### src/rtl/core/fwrv_pkg.sv
// ----------------------------------------------------------------------------
// fwrv_pkg
// Shared types and constants for the firmware image receive verifier.
// ----------------------------------------------------------------------------
package fwrv_pkg;

    localparam int unsigned MaxImageBytes = 2097152;
    localparam int unsigned MaxChunkBytes = 512;

    localparam logic [31:0] CrcInit = 32'hFFFF_FFFF;
    localparam logic [31:0] CrcPoly = 32'hEDB8_8320;

    typedef enum logic [2:0] {
        CMD_PREPARE = 3'd0,
        CMD_CHUNK_START = 3'd1,
        CMD_CHUNK_BYTE = 3'd2,
        CMD_VERIFY = 3'd3,
        CMD_COMMIT = 3'd4,
        CMD_ROLLBACK = 3'd5,
        CMD_CANCEL = 3'd6,
        CMD_STATUS = 3'd7
    } t_cmd;

    localparam logic [2:0] RC_OK = 3'd0;
    localparam logic [2:0] RC_BAD_STATE = 3'd1;
    localparam logic [2:0] RC_BAD_OFFSET = 3'd2;
    localparam logic [2:0] RC_BAD_SIZE = 3'd3;
    localparam logic [2:0] RC_NO_PART = 3'd4;
    localparam logic [2:0] RC_CRC = 3'd5;
    localparam logic [2:0] RC_EXT = 3'd6;

    localparam logic [3:0] ST_IDLE = 4'd0;
    localparam logic [3:0] ST_PREPARED = 4'd1;
    localparam logic [3:0] ST_RECEIVING = 4'd2;
    localparam logic [3:0] ST_VERIFY_OK = 4'd4;
    localparam logic [3:0] ST_VERIFY_FAIL = 4'd5;
    localparam logic [3:0] ST_COMPLETE = 4'd7;
    localparam logic [3:0] ST_ERROR = 4'd8;
    localparam logic [3:0] ST_ROLLBACK = 4'd9;

    localparam logic [1:0] REG_IMAGE_SIZE = 2'd0;
    localparam logic [1:0] REG_EXPECTED_CRC = 2'd1;
    localparam logic [1:0] REG_PARTITION_SIZE = 2'd2;

    typedef struct packed {
        logic [2:0]  cmd;
        logic [23:0] chunk_offset;
        logic [15:0] chunk_len;
        logic [7:0]  data_byte;
        logic        ext_ok;
    } t_in_item;

    typedef struct packed {
        logic [2:0]  status;
        logic [3:0]  update_state;
        logic [7:0]  progress_pct;
        logic [23:0] received_bytes;
        logic [31:0] crc_value;
        logic        error_flag;
    } t_out_item;

    // Divider request and reply between the sequencer and the divide unit.
    typedef struct packed {
        logic        start;
        logic [30:0] dividend;
        logic [23:0] divisor;
    } t_div_req;

    typedef struct packed {
        logic       done;
        logic [7:0] quot_sat;
    } t_div_rsp;

endpackage

### src/rtl/core/fwrv_if.sv
// ----------------------------------------------------------------------------
// fwrv_in_if / fwrv_out_if
// Valid/ready channels that carry input and result items.
// ----------------------------------------------------------------------------
interface fwrv_in_if;
    logic               valid;
    logic               ready;
    fwrv_pkg::t_in_item payload;
    modport source (output valid, output payload, input ready);
    modport sink (input valid, input payload, output ready);
endinterface

interface fwrv_out_if;
    logic                valid;
    logic                ready;
    fwrv_pkg::t_out_item payload;
    modport source (output valid, output payload, input ready);
    modport sink (input valid, input payload, output ready);
endinterface

### src/rtl/core/firmware_image_receive_verifier.sv
// ----------------------------------------------------------------------------
// firmware_image_receive_verifier
// Firmware update sequencer with CRC-32 tracking and progress reporting.
// ----------------------------------------------------------------------------
// One item at a time: the block drops ready after accepting an item and
// raises it again once the result item has been taken. Most commands go
// through accept, execute and result steps. A chunk byte also waits on the
// bit-serial CRC unit (one bit a cycle). The last byte of a chunk, when the
// image size is nonzero, also waits on the one-bit-per-cycle progress
// divider. The result item is held until ready is seen. Configuration
// writes are taken at any time but are meant for when the block is idle.
module firmware_image_receive_verifier #(
    parameter int unsigned MAX_IMAGE_BYTES = fwrv_pkg::MaxImageBytes,
    parameter int unsigned MAX_CHUNK_BYTES = fwrv_pkg::MaxChunkBytes
) (
    input  logic        i_clk,
    input  logic        i_rst_n,
    input  logic        i_cfg_we,
    input  logic [1:0]  i_cfg_index,
    input  logic [31:0] i_cfg_data,
    fwrv_in_if.sink     in_ch,
    fwrv_out_if.source  out_ch
);
    import fwrv_pkg::*;

    typedef enum logic [2:0] {
        S_IDLE, S_EXEC, S_CRC_WAIT, S_DIV_WAIT, S_OUT
    } t_seq;

    t_seq        r_seq;
    t_in_item    r_item;
    logic [23:0] r_image_size;
    logic [31:0] r_expected_crc;
    logic [23:0] r_partition_size;
    logic [3:0]  r_state;
    logic [23:0] r_count;
    logic [7:0]  r_progress;
    logic [31:0] r_crc;
    logic [31:0] r_chunk_crc;
    logic [15:0] r_pending;
    logic [15:0] r_open_len;
    logic        r_open;
    logic [2:0]  r_rc;
    logic        r_crc_start;
    t_div_req    r_div_req;
    t_div_rsp    div_rsp;
    logic        crc_done;
    logic [31:0] crc_out;
    logic        busy;
    logic [23:0] n_count;

    assign busy    = (r_state == ST_PREPARED) || (r_state == ST_RECEIVING);
    assign n_count = r_count + {8'd0, r_open_len};

    fwrv_crc_unit u_crc (
        .i_clk   (i_clk),
        .i_rst_n (i_rst_n),
        .i_start (r_crc_start),
        .i_crc   (r_chunk_crc),
        .i_byte  (r_item.data_byte),
        .o_done  (crc_done),
        .o_crc   (crc_out)
    );

    fwrv_div_unit u_div (
        .i_clk   (i_clk),
        .i_rst_n (i_rst_n),
        .i_req   (r_div_req),
        .o_rsp   (div_rsp)
    );

    always_ff @(posedge i_clk) begin
        if (!i_rst_n) begin
            r_seq            <= S_IDLE;
            r_image_size     <= '0;
            r_expected_crc   <= '0;
            r_partition_size <= '0;
            r_state          <= ST_IDLE;
            r_count          <= '0;
            r_progress       <= '0;
            r_crc            <= CrcInit;
            r_chunk_crc      <= CrcInit;
            r_pending        <= '0;
            r_open_len       <= '0;
            r_open           <= 1'b0;
            r_rc             <= RC_OK;
            r_crc_start      <= 1'b0;
            r_div_req        <= '0;
        end else begin
            r_crc_start     <= 1'b0;
            r_div_req.start <= 1'b0;
            if (i_cfg_we) begin
                case (i_cfg_index)
                    REG_IMAGE_SIZE:     r_image_size <= i_cfg_data[23:0];
                    REG_EXPECTED_CRC:   r_expected_crc <= i_cfg_data;
                    REG_PARTITION_SIZE: r_partition_size <= i_cfg_data[23:0];
                    default: ;
                endcase
            end
            case (r_seq)
                S_IDLE: begin
                    if (in_ch.valid) begin
                        r_item <= in_ch.payload;
                        r_seq  <= S_EXEC;
                    end
                end
                S_EXEC: begin
                    r_rc  <= RC_OK;
                    r_seq <= S_OUT;
                    // every command but chunk byte and status closes a chunk
                    if (r_item.cmd != CMD_CHUNK_BYTE && r_item.cmd != CMD_STATUS) begin
                        r_open    <= 1'b0;
                        r_pending <= '0;
                    end
                    case (r_item.cmd)
                        CMD_PREPARE: begin
                            if (r_state != ST_IDLE) r_rc <= RC_BAD_STATE;
                            else if (r_image_size > 24'(MAX_IMAGE_BYTES)) r_rc <= RC_BAD_SIZE;
                            else if (r_partition_size == '0) r_rc <= RC_NO_PART;
                            else if (r_partition_size < r_image_size) r_rc <= RC_BAD_SIZE;
                            else if (!r_item.ext_ok) r_rc <= RC_EXT;
                            else begin
                                r_crc      <= CrcInit;
                                r_count    <= '0;
                                r_progress <= '0;
                                r_state    <= ST_PREPARED;
                            end
                        end
                        CMD_CHUNK_START: begin
                            if (!busy) r_rc <= RC_BAD_STATE;
                            else if (r_item.chunk_len == '0 ||
                                     r_item.chunk_len > 16'(MAX_CHUNK_BYTES)) begin
                                r_rc <= RC_BAD_SIZE;
                            end else if (r_item.chunk_offset != r_count) begin
                                r_rc <= RC_BAD_OFFSET;
                            end else begin
                                r_open      <= 1'b1;
                                r_pending   <= r_item.chunk_len;
                                r_open_len  <= r_item.chunk_len;
                                r_chunk_crc <= r_crc;
                            end
                        end
                        CMD_CHUNK_BYTE: begin
                            if (!r_open || !busy || r_pending == '0) begin
                                r_rc <= RC_BAD_STATE;
                            end else begin
                                r_crc_start <= 1'b1;
                                r_seq       <= S_CRC_WAIT;
                            end
                        end
                        CMD_VERIFY: begin
                            if (r_state != ST_RECEIVING) r_rc <= RC_BAD_STATE;
                            else if (r_count != r_image_size) begin
                                r_state <= ST_VERIFY_FAIL;
                                r_rc    <= RC_BAD_SIZE;
                            end else begin
                                r_crc <= r_crc ^ CrcInit;
                                if ((r_crc ^ CrcInit) != r_expected_crc) begin
                                    r_state <= ST_VERIFY_FAIL;
                                    r_rc    <= RC_CRC;
                                end else if (!r_item.ext_ok) begin
                                    r_state <= ST_VERIFY_FAIL;
                                    r_rc    <= RC_EXT;
                                end else begin
                                    r_state <= ST_VERIFY_OK;
                                end
                            end
                        end
                        CMD_COMMIT: begin
                            if (r_state != ST_VERIFY_OK) r_rc <= RC_BAD_STATE;
                            else if (!r_item.ext_ok) begin
                                r_state <= ST_ERROR;
                                r_rc    <= RC_EXT;
                            end else begin
                                r_state <= ST_COMPLETE;
                            end
                        end
                        CMD_ROLLBACK: begin
                            r_state <= ST_ROLLBACK;
                            if (!r_item.ext_ok) r_rc <= RC_EXT;
                        end
                        CMD_CANCEL: begin
                            r_count    <= '0;
                            r_progress <= '0;
                            r_state    <= ST_IDLE;
                        end
                        default: ;
                    endcase
                end
                S_CRC_WAIT: begin
                    if (crc_done) begin
                        r_chunk_crc <= crc_out;
                        r_pending   <= r_pending - 16'd1;
                        r_seq       <= S_OUT;
                        if (r_pending == 16'd1) begin
                            r_open <= 1'b0;
                            if (r_item.ext_ok) begin
                                r_crc   <= crc_out;
                                r_count <= n_count;
                                r_state <= ST_RECEIVING;
                                if (r_image_size != '0) begin
                                    r_div_req.start    <= 1'b1;
                                    r_div_req.dividend <= {7'd0, n_count} * 31'd100;
                                    r_div_req.divisor  <= r_image_size;
                                    r_seq              <= S_DIV_WAIT;
                                end
                            end else begin
                                r_state <= ST_ERROR;
                                r_rc    <= RC_EXT;
                            end
                        end
                    end
                end
                S_DIV_WAIT: begin
                    if (div_rsp.done) begin
                        r_progress <= div_rsp.quot_sat;
                        r_seq      <= S_OUT;
                    end
                end
                S_OUT: begin
                    if (out_ch.ready) r_seq <= S_IDLE;
                end
                default: r_seq <= S_IDLE;
            endcase
        end
    end

    assign in_ch.ready                   = (r_seq == S_IDLE);
    assign out_ch.valid                  = (r_seq == S_OUT);
    assign out_ch.payload.status         = r_rc;
    assign out_ch.payload.update_state   = r_state;
    assign out_ch.payload.progress_pct   = r_progress;
    assign out_ch.payload.received_bytes = r_count;
    assign out_ch.payload.crc_value      = r_crc;
    assign out_ch.payload.error_flag     = (r_state == ST_VERIFY_FAIL) || (r_state == ST_ERROR);
endmodule

### src/rtl/core/fwrv_crc_unit.sv
// ----------------------------------------------------------------------------
// fwrv_crc_unit
// Bit-serial reflected CRC-32: one shift step per cycle, eight per byte.
// ----------------------------------------------------------------------------
module fwrv_crc_unit (
    input  logic        i_clk,
    input  logic        i_rst_n,
    input  logic        i_start,
    input  logic [31:0] i_crc,
    input  logic [7:0]  i_byte,
    output logic        o_done,
    output logic [31:0] o_crc
);
    import fwrv_pkg::*;

    logic [31:0] r_crc;
    logic [2:0]  r_cnt;
    logic        r_busy;
    logic        r_done;
    logic [31:0] n_step;

    always_comb begin
        n_step = r_crc[0] ? ((r_crc >> 1) ^ CrcPoly) : (r_crc >> 1);
    end

    always_ff @(posedge i_clk) begin
        if (!i_rst_n) begin
            r_busy <= 1'b0;
            r_done <= 1'b0;
            r_cnt  <= '0;
        end else begin
            r_done <= 1'b0;
            if (i_start) begin
                r_crc  <= i_crc ^ {24'd0, i_byte};
                r_cnt  <= '0;
                r_busy <= 1'b1;
            end else if (r_busy) begin
                r_crc <= n_step;
                r_cnt <= r_cnt + 3'd1;
                if (r_cnt == 3'd7) begin
                    r_busy <= 1'b0;
                    r_done <= 1'b1;
                end
            end
        end
    end

    assign o_done = r_done;
    assign o_crc  = r_crc;
endmodule

### src/rtl/core/fwrv_div_unit.sv
// ----------------------------------------------------------------------------
// fwrv_div_unit
// Restoring divider, one quotient bit per cycle, result saturated at 255.
// ----------------------------------------------------------------------------
module fwrv_div_unit (
    input  logic                i_clk,
    input  logic                i_rst_n,
    input  fwrv_pkg::t_div_req  i_req,
    output fwrv_pkg::t_div_rsp  o_rsp
);
    import fwrv_pkg::*;

    localparam int NumBits = 31;

    logic [30:0] r_quot;
    logic [24:0] r_rem;
    logic [23:0] r_div;
    logic [4:0]  r_cnt;
    logic        r_busy;
    logic        r_done;
    logic [24:0] n_shift;
    logic [25:0] n_diff;

    always_comb begin
        n_shift = {r_rem[23:0], r_quot[30]};
        n_diff  = {1'b0, n_shift} - {2'b00, r_div};
    end

    always_ff @(posedge i_clk) begin
        if (!i_rst_n) begin
            r_busy <= 1'b0;
            r_done <= 1'b0;
            r_cnt  <= '0;
        end else begin
            r_done <= 1'b0;
            if (i_req.start) begin
                r_quot <= i_req.dividend;
                r_rem  <= '0;
                r_div  <= i_req.divisor;
                r_cnt  <= '0;
                r_busy <= 1'b1;
            end else if (r_busy) begin
                if (!n_diff[25]) begin
                    r_rem  <= n_diff[24:0];
                    r_quot <= {r_quot[29:0], 1'b1};
                end else begin
                    r_rem  <= n_shift;
                    r_quot <= {r_quot[29:0], 1'b0};
                end
                r_cnt <= r_cnt + 5'd1;
                if (r_cnt == 5'(NumBits - 1)) begin
                    r_busy <= 1'b0;
                    r_done <= 1'b1;
                end
            end
        end
    end

    assign o_rsp.done     = r_done;
    assign o_rsp.quot_sat = (r_quot[30:8] != '0) ? 8'hFF : r_quot[7:0];
endmodule
### src/flat_wrapper.sv
// flat-port wrapper written by rule: the top's interface ports become plain ports
module firmware_image_receive_verifier_flat import fwrv_pkg::*;
#(
    parameter int unsigned MAX_IMAGE_BYTES = fwrv_pkg::MaxImageBytes,
    parameter int unsigned MAX_CHUNK_BYTES = fwrv_pkg::MaxChunkBytes
)
  (i_clk, i_rst_n, i_cfg_we, i_cfg_index, i_cfg_data, in_ch_valid, in_ch_payload, in_ch_ready, out_ch_valid, out_ch_payload, out_ch_ready);
  fwrv_in_if in_ch_i ();
  fwrv_out_if out_ch_i ();
  input  logic i_clk;
  input  logic i_rst_n;
  input  logic i_cfg_we;
  input  logic [1:0] i_cfg_index;
  input  logic [31:0] i_cfg_data;
  input wire logic [$bits(in_ch_i.valid)-1:0] in_ch_valid;
  input wire logic [$bits(in_ch_i.payload)-1:0] in_ch_payload;
  output wire logic [$bits(in_ch_i.ready)-1:0] in_ch_ready;
  output wire logic [$bits(out_ch_i.valid)-1:0] out_ch_valid;
  output wire logic [$bits(out_ch_i.payload)-1:0] out_ch_payload;
  input wire logic [$bits(out_ch_i.ready)-1:0] out_ch_ready;
  assign in_ch_i.valid = in_ch_valid;
  assign in_ch_i.payload = in_ch_payload;
  assign in_ch_ready = in_ch_i.ready;
  assign out_ch_valid = out_ch_i.valid;
  assign out_ch_payload = out_ch_i.payload;
  assign out_ch_i.ready = out_ch_ready;
  firmware_image_receive_verifier #(.MAX_IMAGE_BYTES(MAX_IMAGE_BYTES), .MAX_CHUNK_BYTES(MAX_CHUNK_BYTES)) u_core (.i_clk(i_clk), .i_rst_n(i_rst_n), .i_cfg_we(i_cfg_we), .i_cfg_index(i_cfg_index), .i_cfg_data(i_cfg_data), .in_ch(in_ch_i), .out_ch(out_ch_i));
endmodule
### config.mk
export PLATFORM = sky130hd
export DESIGN_NAME = firmware_image_receive_verifier_flat
export DESIGN_NICKNAME = d
export VERILOG_FILES = /design/src/rtl/core/fwrv_pkg.sv /design/src/rtl/core/fwrv_if.sv /design/src/rtl/core/firmware_image_receive_verifier.sv /design/src/rtl/core/fwrv_crc_unit.sv /design/src/rtl/core/fwrv_div_unit.sv /design/src/flat_wrapper.sv
export SDC_FILE = /design/constraint.sdc
export NUM_CORES = 1
export LEC_CHECK = 0
export BUFFER_PORTS_ARGS = -buffer_cell sky130_fd_sc_hd__buf_2
export CORE_MARGIN = 10
export CORE_UTILIZATION = 50
export CTS_BUF_LIST = sky130_fd_sc_hd__clkbuf_4
export CTS_CLUSTER_DIAMETER = 60
export DETAILED_ROUTE_END_ITERATION = 7
export PLACE_DENSITY_LB_ADDON = 0.2
export SETUP_SLACK_MARGIN = 0.1
export SYNTH_ARGS = -nofsm -noshare
export SYNTH_HDL_FRONTEND = slang
export SYNTH_HIERARCHICAL = 1
export SYNTH_SLANG_ARGS = --single-unit
export TNS_END_PERCENT = 1
### constraint.sdc
create_clock -name i_clk -period 6.3 [get_ports i_clk]
set_input_delay 0.315 -clock i_clk [delete_from_list [all_inputs] [get_ports i_clk]]
set_output_delay 0.315 -clock i_clk [all_outputs]
set_load 0.1 [all_outputs]
Word-level counts from Yosys, hierarchy flattened. Index checks and enable logic that the tools add are counted.

Bits in latches: 0. Memories: 0. Input bits: 91. Bits in read-only memories: 0. Logic and storage cells: 257. Output and inout port bits: 74. RAM bits: 0. Register bits: 449.

$lt $le $gt $ge: 3. $add $sub $neg: 5. $mul: 1. Muxes and demuxes: 114. Equality and inequality tests: 48. Shift operators: 0. Bitwise logic cells: 8. Reductions and logical operators: 45. Div/mod/pow operators: 0.

Operator list (number): 2-to-1 mux 32 bit (18); 2-to-1 mux 24 bit (10); case mux 32 bit (2 select lines) (3); 2-to-1 mux 16 bit (6); case mux 24 bit (2 select lines) (2); 2-to-1 mux 3 bit (23); 2-to-1 mux 31 bit (2); 2-to-1 mux 56 bit (1); 2-to-1 mux 8 bit (7); 2-to-1 mux 4 bit (13); inequality test 24 bit (2); zero test 16 bit (2); inequality test 32 bit (1); NOT 32 bit (1); case mux 16 bit (2 select lines) (1); case mux 8 bit (2 select lines) (2); bitwise XOR 32 x 8 -> 32 bit (1); inequality test 3 bit, second input constant (10); multiplier 24 x 5 -> 29 bit, second input constant (1); subtractor 25 x 24 -> 26 bit (1); adder 24 x 16 -> 24 bit (1); > comparator 24 x 22 -> 1 bit, second input constant (1); zero test 24 bit (1); < comparator 24 bit (1); 51 further kinds (113).

Depth between registers and ports, before layout. Gate-level depths: netlist of run 1.

Depth after elaboration: 8. Depth in mapped cells: 25. Depth with buffers taken out: 25.

Hierarchy. Netlist of run 1, hierarchy kept.

Modules (own cells, without submodules): firmware_image_receive_verifier (instances 1, sequential area each 7046.8 sq um, area an instance 18062.3 sq um, cells each 2197); fwrv_div_unit (instances 1, sequential area each 2512.4 sq um, area an instance 4978.5 sq um, cells each 460); fwrv_crc_unit (instances 1, sequential area each 1061.0 sq um, area an instance 1767.9 sq um, cells each 132).

Worst setup path after synthesis of run 1. OpenSTA, ideal clock, no wires.

Path kind: register -> register. Start: register u_core.r_count[2]. End: register u_core/r_div_req[53] in the netlist's numbering. Buffers on the path: 0. Stages on the path, launching flop included: 23. Period minus slack after synthesis: 6.186 ns. Setup slack: 0.114 ns. Arrival: 6.080 ns. Library setup time: 0.106 ns. Required time: 6.194 ns. Path through: dfxtp_1 ha_1 nor2b_1 o31a_1 o41ai_1 o21ai_0 a21o_1 a21oi_1 xor2_1 inv_1 ha_1 ha_1 inv_1 fa_1 inv_1 ha_1 nand3_1 or2_2 o211a_1 o31ai_1 o21a_1 nand3_1 o311ai_0.

Cells in the longest elaborated chain, start to end: 2.

RTL lines: start: declaration (line firmware_image_receive_verifier.sv:36) `logic [23:0] r_count;`; start signal: assignment (line firmware_image_receive_verifier.sv:199) `r_count <= n_count;`; adder 24 x 16 -> 24 bit (line firmware_image_receive_verifier.sv:53) `assign n_count = r_count + {8'd0, r_open_len};`; multiplier 24 x 5 -> 29 bit (line firmware_image_receive_verifier.sv:203) `r_div_req.dividend <= {7'd0, n_count} * 31'd100;`; end: declaration (line firmware_image_receive_verifier.sv:45) `t_div_req r_div_req;`.

No other way between the ends. A chain may end at the register's enable or synchronous reset.

Worst setup path after layout of run 1.
Start: register u_core.r_open_len[0]. End: register u_core/r_div_req[54] in the netlist's numbering.

Cells in the longest elaborated chain, start to end: 2.

RTL lines: start: declaration (line firmware_image_receive_verifier.sv:41) `logic [15:0] r_open_len;`; start signal: assignment (line firmware_image_receive_verifier.sv:139) `r_open_len <= r_item.chunk_len;`; adder 24 x 16 -> 24 bit (line firmware_image_receive_verifier.sv:53); multiplier 24 x 5 -> 29 bit (line firmware_image_receive_verifier.sv:203).

No other way between the ends.

==> metrics.cfg, run 1 <==
[clocking]
cts-root-buf = clkbuf_4
cts_tree = yes
cts_resized = 0
h-tree-depth = 3
ctsLongestPathBuffers = 3
cts_setup_buffers = 0
cts.clk_slew.worst_paths_ps = 70
numCtsBuffers = 117
insertion_delay_ps = 920
cts_num_sinks = 449
hold_buffers = 91

[placement]
io_buffers = 164
place_congestion = 0.9074
dp_hpwl_um = 49310
place_inst = 3492

[sta]
max_freq_ghz = 0.1724
final.setup_skew_ps = 100.3
finalCritPeriodShare = 0.9206
maxSlewHeadroom = 0.1185
final_max_slew_viol_count = 0
min_period_ps = 5800
grt_setup_unrepaired = false
holdWs_ps = 102.1
hold_viol_final = 0
finalSetupViolCount = 0
setup-tns-final_ps = 0
tightest_slew_ps = 1318

[yosys]
yosys.area.top_type_share = 0.2308
yosys_warnings = 6
synth_area_leaders = dfxtp_1 (23%), edfxtp_1 (20%), ha_1 (7.3%), nand2_1 (6.4%), a21oi_1 (5.3%)
synth-seq-cells = 449
syn-cell-area_mm2 = 0.02481
synthCells = 2789
synth_cell_type_count = 88
avgSynthCellArea_um2 = 8.895
synthArstFlopShare = 0
synth-edff-count = 163
synth_flop_cell = dfxtp_1
synth_seq_area_share = 0.4281
yosysTopAreaCell = dfxtp_1

[finish]
n_fill_cell = 4328
layout_commonest_cell = nand2_1
num-nets-final = 3295
stdcell_count = 3808
syn_to_final_growth_pct = 15.23
mostFrequentLayoutCells = nand2_1 (424), dfxtp_1 (284), a21oi_1 (262)
drive_gt1_frac = 0.1502
multi_input_area_mm2 = 0.01294
seqCellArea_mm2 = 0.01062

[floorplanning]
core_area_mm2 = 0.04895
die_w_um = 242.8
io-pin-count = 165
initial_core_util = 0.5068
rows = 81
dieArea_mm2 = 0.05893
fp.dieH_um = 242.8

[route]
vias = 21503
remaining_drc_errors = 0
drt_first_pass_iters = 6
wl_per_cell_um = 18.88
routed_wirelength_um = 71880
drtIter0Drc = 1922
final_antenna_net_count = 0
viasPerCell = 5.647

[global_routing]
grt_pass1_vias = 21075
antenna_found_initial = 3
grt_pass1_wl_um = 114400
grt.overflow.total = 0
grt_max_degree = 80
groute.usage.overall = 0.2357

[setup_path]
cp-start-kind = register
cp.arrival_ps = 6620
endpoint_kind = register
cp.required_ps = 7120
crit_path_max_fanout = 6
cp_slowest_cell = fa_1
cp_slowest_stage_delay_ps = 530
crit_type = register to register
reg2reg_slack_ps = 500

[pwr]
irDropWorstVdd_v = 0.0002299
power_leakage_nw = 11.66
pwr_density_cell_mw_per_mm2 = 222.3

[job]
drv_cap = 0

[run_status]
status = finished clean

[hold_path]
hold_path_class = input pin to register

-- synth_stat cells, drive strengths merged, types with 8 or more instances --
library cell and number:
nor2 214, a21oi 264, and3 20, a221oi 9, ha 145, nor2b 11, a211oi 28, nand3b 9
nand4 26, o211ai 22, and2 11, fa 21, inv 160, edfxtp 163, o22ai 8, xor2 91
mux2i 34, nand2 425, a21o 31, buf 39, mux2 45, and4 11, o21a 22, o21ai 168
a31oi 50, xnor2 66, dfxtp 286, nor3 33, or3 26, nand3 47, nor4 72, clkbuf 120
nand2b 18
-- routing by layer --
layer,vias to the layer above,part of all wire,track usage
met1,10179,0.43,0.2959
met2,747,0.47,0.3922
met3,147,0.067,0.04349
li1,10428,-,-
met4,2,0.034,0.09814
met5,-,0.00018,0
-- stage by stage --
step | cell area (µm²) | worst slack [ps] | power [mW] | utilization
CTS | 28580 | 517.1 | 6.404 | 0.5839
detailed placement | 26060 | 562.2 | 3.678 | 0.5324
global placement | 26060 | 530.1 | 3.669 | 0.5324
finish | 28590 | 500.3 | 6.354 | 0.5840
global route | 28590 | 132.6 | 6.625 | 0.5840
floorplan | 24810 | 113.7 | 3.504 | -
-- registers in the layout, indices dropped and copies added, names as in the netlist, 4 cells and up --
signal,flops
u_core/u_crc/o_crc,32
u_core/u_div/r_rem,24
u_core/r_div_req,54
u_core/u_div/r_quot,31
u_core/r_pending,16
u_core/r_item,52
u_core/r_progress,8
u_core/u_div/r_cnt,5
u_core/r_count,24
u_core/r_image_size,24
u_core/r_open_len,16
u_core/u_div/r_div,24
u_core/r_chunk_crc,32
u_core/r_crc,32
u_core/r_partition_size,24
u_core/r_state,4
u_core/r_expected_crc,32
-- logic make-up after synthesis --
family / count (synthesis) / synth area share
and+or+nand+nor: 948 / 0.1755
buffers and inverters: 319 / 0.05265
DFF: 449 / 0.4281
AOI/OAI and AO/OA: 670 / 0.1627
muxes: 79 / 0.03551
xor gates and xnor gates: 157 / 0.05543
other: 1 / 0.0001512
adders and majority gates: 166 / 0.09007
-- final timing paths --
kind / from / to / cells past startpoint
max: u_core/r_open_len[0] / u_core/r_div_req[54] / 26
min: in_ch_payload[0] / u_core/r_item[0] / 2
max reg2reg: u_core/r_open_len[0] / u_core/r_div_req[54] / 26
min reg2reg: u_core/r_div_req[21] / u_core/u_div/r_div[21] / 0
-- where the power goes --
group / switching, mW / leakage, nW / internal, mW
Sequential: 0.0629 / 3.80 / 3.04
Combinational: 0.378 / 6.92 / 0.187
Clock: 1.28 / 0.943 / 1.41
Total: 1.72 / 11.7 / 4.64
-- final cells by class --
type,count,area share
well taps,664,0.02906
diodes,2,0.0001751
flip-flops and latches,449,0.3716
clock inverters,55,0.01208
repair buffers,288,0.06933
multi-input cells,2022,0.4525
inverters,160,0.02110
clock buffers,168,0.04412
-- worst max-delay path: cells and delay by family, from the launching register on --
family,cells,cell delay (ps)
compound gates,9,2050
simple gates,5,820
flops,1,310
xor+xnor,1,200
fa+ha+maj,6,1910
buf+inv,5,450
(Power assumes the default switching activity.)
==> run 2, diff against run 1 <==
- GPL_ROUTABILITY_DRIVEN: not set -> 1
- clock period: 6.3 -> 5.5 ns (I/O delays scaled with it)
==> metrics.cfg, run 2 (synthesis gave the netlist of run 1 again) <==
[run_status]
status = finished clean  ; unchanged

[route]
final_antenna_net_count = 0  ; unchanged
viasPerCell = 5.660  ; was 5.647
wl_per_cell_um = 18.96  ; was 18.88 µm
remaining_drc_errors = 0  ; unchanged
vias = 21891  ; was 21503
routed_wirelength_um = 73330  ; was 71880 µm
drtIter0Drc = 2016  ; was 1922
drt_first_pass_iters = 6  ; unchanged

[sta]
finalCritPeriodShare = 0.9679  ; was 0.9206
tightest_slew_ps = 1349  ; was 1318 ps
grt_setup_unrepaired = true  ; was false
final_max_slew_viol_count = 0  ; unchanged
final.setup_skew_ps = 116.7  ; was 100.3 ps
finalSetupViolCount = 0  ; unchanged
hold_viol_final = 0  ; unchanged
min_period_ps = 5324  ; was 5800 ps
holdWs_ps = 45.47  ; was 102.1 ps
max_freq_ghz = 0.1878  ; was 0.1724 GHz
maxSlewHeadroom = 0.1008  ; was 0.1185

[hold_path]
hold_path_class = input pin to register  ; unchanged
min_to = u_core/r_item[3]  ; was u_core/r_item[0]
min_path_cells = 2  ; unchanged
worstHoldStart = in_ch_payload[3]  ; was in_ch_payload[0]

[finish]
mostFrequentLayoutCells = nand2_1 (424), dfxtp_1 (271), a21oi_1 (258)  ; was nand2_1 (424), dfxtp_1 (284), a21oi_1 (262)
syn_to_final_growth_pct = 18.41  ; was 15.23%
drive_gt1_frac = 0.1804  ; was 0.1502
largest_reg_flops = 54  ; unchanged
layout_commonest_cell = nand2_1  ; unchanged
num-nets-final = 3356  ; was 3295
top_register = u_core/r_div_req  ; unchanged
fin_area_mm2 = 0.02938  ; was 0.02859 mm²
largestRegisters = u_core/r_div_req x54, u_core/r_item x52  ; unchanged

[clocking]
cts_num_sinks = 449  ; unchanged
h-tree-depth = 3  ; unchanged
insertion_delay_ps = 950  ; was 920 ps
numCtsBuffers = 116  ; was 117
ctsLongestPathBuffers = 3  ; unchanged
cts.clk_slew.worst_paths_ps = 70  ; about the same
cts_tree = yes  ; unchanged
cts-root-buf = clkbuf_4  ; unchanged

[setup_path]
cp.arrival_ps = 6140  ; was 6620 ps
r2r-start = u_core/r_count[0]  ; was u_core/r_open_len[0]
reg2reg_slack_ps = 180  ; was 500 ps
r2r-end = u_core/r_div_req[52]  ; was u_core/r_div_req[54]
worst-r2r-cell-count = 26  ; unchanged
crit_type = register to register  ; unchanged
endpoint_kind = register  ; unchanged
cp.required_ps = 6320  ; was 7120 ps
cp-start-kind = register  ; unchanged
crit_path_max_fanout = 3  ; was 6

[floorplanning]
die_w_um = 242.8  ; unchanged
io-pin-count = 165  ; unchanged
fp.dieH_um = 242.8  ; unchanged
dieArea_mm2 = 0.05893  ; unchanged
initial_core_util = 0.5068  ; unchanged
core_area_mm2 = 0.04895  ; unchanged
rows = 81  ; unchanged

[global_routing]
grt.overflow.total = 0  ; unchanged
grt_max_degree = 87  ; was 80
antenna_found_initial = 2  ; was 3
groute.usage.overall = 0.2396  ; was 0.2357
grt_pass1_wl_um = 115400  ; was 114400 µm
grt_pass1_vias = 21365  ; was 21075

[placement]
dp_hpwl_um = 50470  ; was 49310 µm
dpl_cell_area_mm2 = 0.02638  ; was 0.02606 mm²
place_congestion = 0.9153  ; was 0.9074
io_buffers = 164  ; unchanged

[pwr]
irDropWorstVdd_v = 0.0001861  ; was 0.0002299 V
pwr_density_cell_mw_per_mm2 = 248.8  ; was 222.3 mW/mm²
power_leakage_nw = 12.02  ; was 11.66 nW
power_mw = 7.308  ; was 6.354 mW

[job]
drv_cap = 0  ; unchanged

==> run 2: changes by cell type in the layout (fill, tap and decap cells not counted), sizes merged <==
cell         delta
clkbuf         +15
bufinv          -1
clkinv         -19
buf            +46
inv             -1
diode           +4
dlygate4sd3    +16
==> run 2: worst max-delay path by stage <==
stage | startpoint | to | slack, ps | depth (start not counted)
after floorplan | u_core/r_count[4] | u_core/r_div_req[53] | 20 | 22
after global placement | u_core/r_count[0] | u_core/r_div_req[53] | 50 | 24
after detailed placement | u_core/r_count[0] | u_core/r_div_req[53] | 4 | 24
after CTS | u_core/r_count[0] | u_core/r_div_req[49] | 30 | 25
after global routing | u_core/r_count[0] | u_core/r_div_req[52] | -20 | 26
final | u_core/r_count[0] | u_core/r_div_req[52] | 180 | 26
==> run 2: layout make-up <==
class	instances	area (µm²)
Multi-Input combinational cell	2022	13170
Clock buffer	183	1374
Sequential cell	449	10650
Antenna cell	6	15.01
Tap cell	664	830.8
Inverter	160	603.1
Timing Repair Buffer	350	2500
Clock inverter	34	234.0
Fill cell	4319	19570
==> run 2: metal layers <==
layer / global-route usage / up-vias / part of all wire
met2: 0.3833 / 867 / 0.46
met3: 0.04777 / 173 / 0.072
li1: - / 10529 / -
met5: 0 / - / 0
met1: 0.3112 / 10322 / 0.43
met4: 0.1002 / 0 / 0.035
==> run 2: stage by stage <==
stage / instances / util / TNS [ps] / setup WS, ps
2_1_floorplan: 2790 / - / 0 / 19.12
3_3_place_gp: 3528 / 0.5388 / 0 / 48.48
3_5_place_dp: 3528 / 0.5388 / 0 / 3.684
4_1_cts: 3856 / 0.5953 / 0 / 27.07
5_1_grt: 3868 / 0.6001 / -24.60 / -24.60
6_report: 3868 / 0.6001 / 0 / 176.5
==> run 2: repair_timing <==
action / in CTS / in global routing
setup endpoints to repair: 5 / 11
hold buffers: 108 / 0
endpoints found under the hold margin: 165 / 0
pin swaps: 8 / 14
gates resized for setup: 8 / 37
buffers inserted: 3 / 6
==> run 2: where the power goes <==
group | switching [mW] | total [mW] | leakage (nW) | internal [mW]
sequential | 0.0669 | 3.55 | 3.81 | 3.48
clock | 1.43 | 3.09 | 0.962 | 1.65
combinational | 0.447 | 0.671 | 7.25 | 0.223
==> run 2: worst max-delay path, stage by stage (launching register included) <==
cell     delay (ps)
dfxtp_4         340
ha_2            180
inv_2            40
fa_2            360
nor2b_2         160
o31a_1          220
o41ai_4         100
buf_4           160
o31a_1          260
a31oi_4         210
and3_4          230
xor2_2          160
ha_1            260
ha_1            300
inv_1            60
fa_1            520
inv_1            40
ha_1            290
nand4_1         100
a21oi_2         130
o31ai_2          80
buf_4           140
a31oi_2         170
buf_4           160
a31oi_2          90
or4_1           410
nand3_1          80
==> run 3, diff against run 2 <==
- CORE_ASPECT_RATIO: not set -> 1.4
- CORE_MARGIN: 10 -> 3
==> metrics.cfg, run 3 (synthesis gave the netlist of run 1 again) <==
[sta]
finalCritPeriodShare = 0.9703  ; was 0.9679
max_freq_ghz = 0.1874  ; was 0.1878 GHz
min_period_ps = 5337  ; was 5324 ps
setup_ws_ps = 163.2  ; was 176.5 ps
grt_setup_unrepaired = true  ; unchanged
hold_viol_final = 0  ; unchanged
finalSetupViolCount = 0  ; unchanged
tightest_slew_ps = 1194  ; was 1349 ps
final_max_slew_viol_count = 0  ; unchanged
final.setup_skew_ps = 55.10  ; was 116.7 ps
maxSlewHeadroom = 0.2039  ; was 0.1008

[setup_path]
cp_slowest_stage_delay_ps = 520  ; about the same
cp-start-kind = register  ; unchanged
endpoint_kind = register  ; unchanged
critPathMostFrequentCell = ha_4
cp_slowest_cell = or4_1  ; was fa_1
cp.arrival_ps = 6120  ; was 6140 ps
crit_type = register to register  ; unchanged
cp.required_ps = 6280  ; was 6320 ps
crit_path_max_fanout = 3  ; unchanged
worst-r2r-cell-count = 26  ; unchanged

[route]
wl_per_cell_um = 19.31  ; was 18.96 µm
routed_wirelength_um = 73730  ; was 73330 µm
final_antenna_net_count = 0  ; unchanged
vias = 21875  ; was 21891
drtIter0Drc = 1274  ; was 2016
drt_first_pass_iters = 6  ; unchanged
remaining_drc_errors = 0  ; unchanged
viasPerCell = 5.728  ; was 5.660

[pwr]
power.share.clock = 0.401  ; was 0.423
switching_power_mw = 1.865  ; was 1.947 mW
pwr_density_cell_mw_per_mm2 = 240.3  ; was 248.8 mW/mm²
irDropWorstVdd_v = 0.0002189  ; was 0.0001861 V
sw_frac_of_total = 0.2655  ; was 0.2665
p_int_mw = 5.159  ; was 5.360 mW
power_mw = 7.024  ; was 7.308 mW
comb_power_share = 0.094  ; was 0.092
power_frac_seq = 0.505  ; was 0.486
power_leakage_nw = 11.89  ; was 12.02 nW

[clocking]
ctsLongestPathBuffers = 3  ; unchanged
insertion_delay_ps = 850  ; was 950 ps
cts_tree = yes  ; unchanged
h-tree-depth = 3  ; unchanged
cts-root-buf = clkbuf_4  ; unchanged
cts.clk_slew.worst_paths_ps = 60  ; was 70 ps
numCtsBuffers = 110  ; was 116
cts_num_sinks = 449  ; unchanged

[global_routing]
grt_pass1_wl_um = 115100  ; was 115400 µm
grt.overflow.total = 0  ; unchanged
grt_max_degree = 103  ; was 87
grt_pass1_vias = 21665  ; was 21365
antenna_found_initial = 2  ; unchanged
groute.usage.overall = 0.2709  ; was 0.2396

[floorplanning]
rows = 96  ; was 81
initial_core_util = 0.5062  ; was 0.5068
io-pin-count = 165  ; unchanged
fp.dieH_um = 269.6  ; was 242.8 µm
die_w_um = 194.3  ; was 242.8 µm
dieArea_mm2 = 0.05236  ; was 0.05893 mm²
core_area_mm2 = 0.04901  ; was 0.04895 mm²

[finish]
layout_commonest_cell = nand2_1  ; unchanged
multi_input_area_mm2 = 0.01328  ; was 0.01317 mm²
seqCellArea_mm2 = 0.01065  ; unchanged
syn_to_final_growth_pct = 17.79  ; was 18.41%
top_register = u_core/r_div_req  ; unchanged
num-nets-final = 3344  ; was 3356
largestRegisters = u_core/r_div_req x54, u_core/r_item x52  ; unchanged
stdcell_count = 3819  ; was 3868
mostFrequentLayoutCells = nand2_1 (424), dfxtp_1 (271), a21oi_1 (257)  ; was nand2_1 (424), dfxtp_1 (271), a21oi_1 (258)
final_util = 0.5963  ; was 0.6001
largest_reg_flops = 54  ; unchanged
drive_gt1_frac = 0.1795  ; was 0.1804
n_fill_cell = 4336  ; was 4319

[hold_path]
hold_path_class = input pin to register  ; unchanged
min_path_cells = 2  ; unchanged

[placement]
pre_cts_slack_ps = -2.787  ; was 3.684 ps
dp_hpwl_um = 51630  ; was 50470 µm
place_congestion = 0.8934  ; was 0.9153
io_buffers = 164  ; unchanged
place_inst = 3504  ; was 3528

[job]
drv_cap = 0  ; unchanged

[run_status]
status = finished clean  ; unchanged

run 3: changes by cell type in the layout (fill, tap and decap cells not counted), sizes merged:
| cell | delta |
|---|---|
| clkinv | +3 |
| diode | -5 |
| clkbuf | -13 |
| buf | +3 |
| bufinv | -2 |
| inv | +1 |
| dlygate4sd3 | -9 |
run 3: through the flow:
step,setup TNS (ps),cell area (µm²),hold slack [ps]
after floorplan,0,24850,373.9
after global placement,0,26360,414.2
after detailed placement,-3.584,26360,413.1
after CTS,0,28840,30.52
after global routing,-40.86,29220,84.57
final,0,29220,134.6
run 3: cell type report:
type | instances | area share
tap | 637 | 0.02727
timing repair buffer | 344 | 0.08345
clock buffer | 170 | 0.04367
sequential | 449 | 0.3644
clock inverter | 36 | 0.006080
inverter | 160 | 0.02064
antenna | 1 | 0.00008563
multi-input combinational | 2022 | 0.4544
run 3: worst paths after layout:
check | startpoint | slack, ps | to
min reg2reg | u_core/r_div_req[3] | 430 | u_core/u_div/r_div[3]
max | u_core/r_open_len[0] | 160 | u_core/r_div_req[52]
min | in_ch_payload[7] | 130 | u_core/r_item[7]
max reg2reg | u_core/r_open_len[0] | 160 | u_core/r_div_req[52]
run 3: power groups by stage:
stage	Clock, mW	Combinational (mW)	Sequential, mW
floorplan	0	0.353	3.66
global placement	0	0.584	3.62
detailed placement	0	0.593	3.62
CTS	2.90	0.647	3.55
global route	3.06	0.704	3.55
finish	2.81	0.659	3.55
run 3: repair_timing:
action	in CTS	in global routing
hold buffers	98	0
hold endpoints to repair	199	0
setup endpoints to repair	5	12
buffers inserted	0	10
pin swaps	4	35
resized for setup	8	58
run 3: per-layer routing:
layer  track usage  share of wire
met3       0.04337          0.056
met2        0.4730           0.50
met5             0        0.00018
met1        0.3164           0.39
met4        0.1516          0.055
run 3: critical path: cells and delay by family (launching register included):
| family | cells | cell delay (ps) |
|---|---|---|
| adder cells (fa/ha/maj) | 6 | 1760 |
| AO/OA/AOI/OAI | 8 | 1320 |
| AND/OR/NAND/NOR | 5 | 1120 |
| buffers and inverters | 6 | 540 |
| flip-flops | 1 | 360 |
| XOR/XNOR | 1 | 180 |
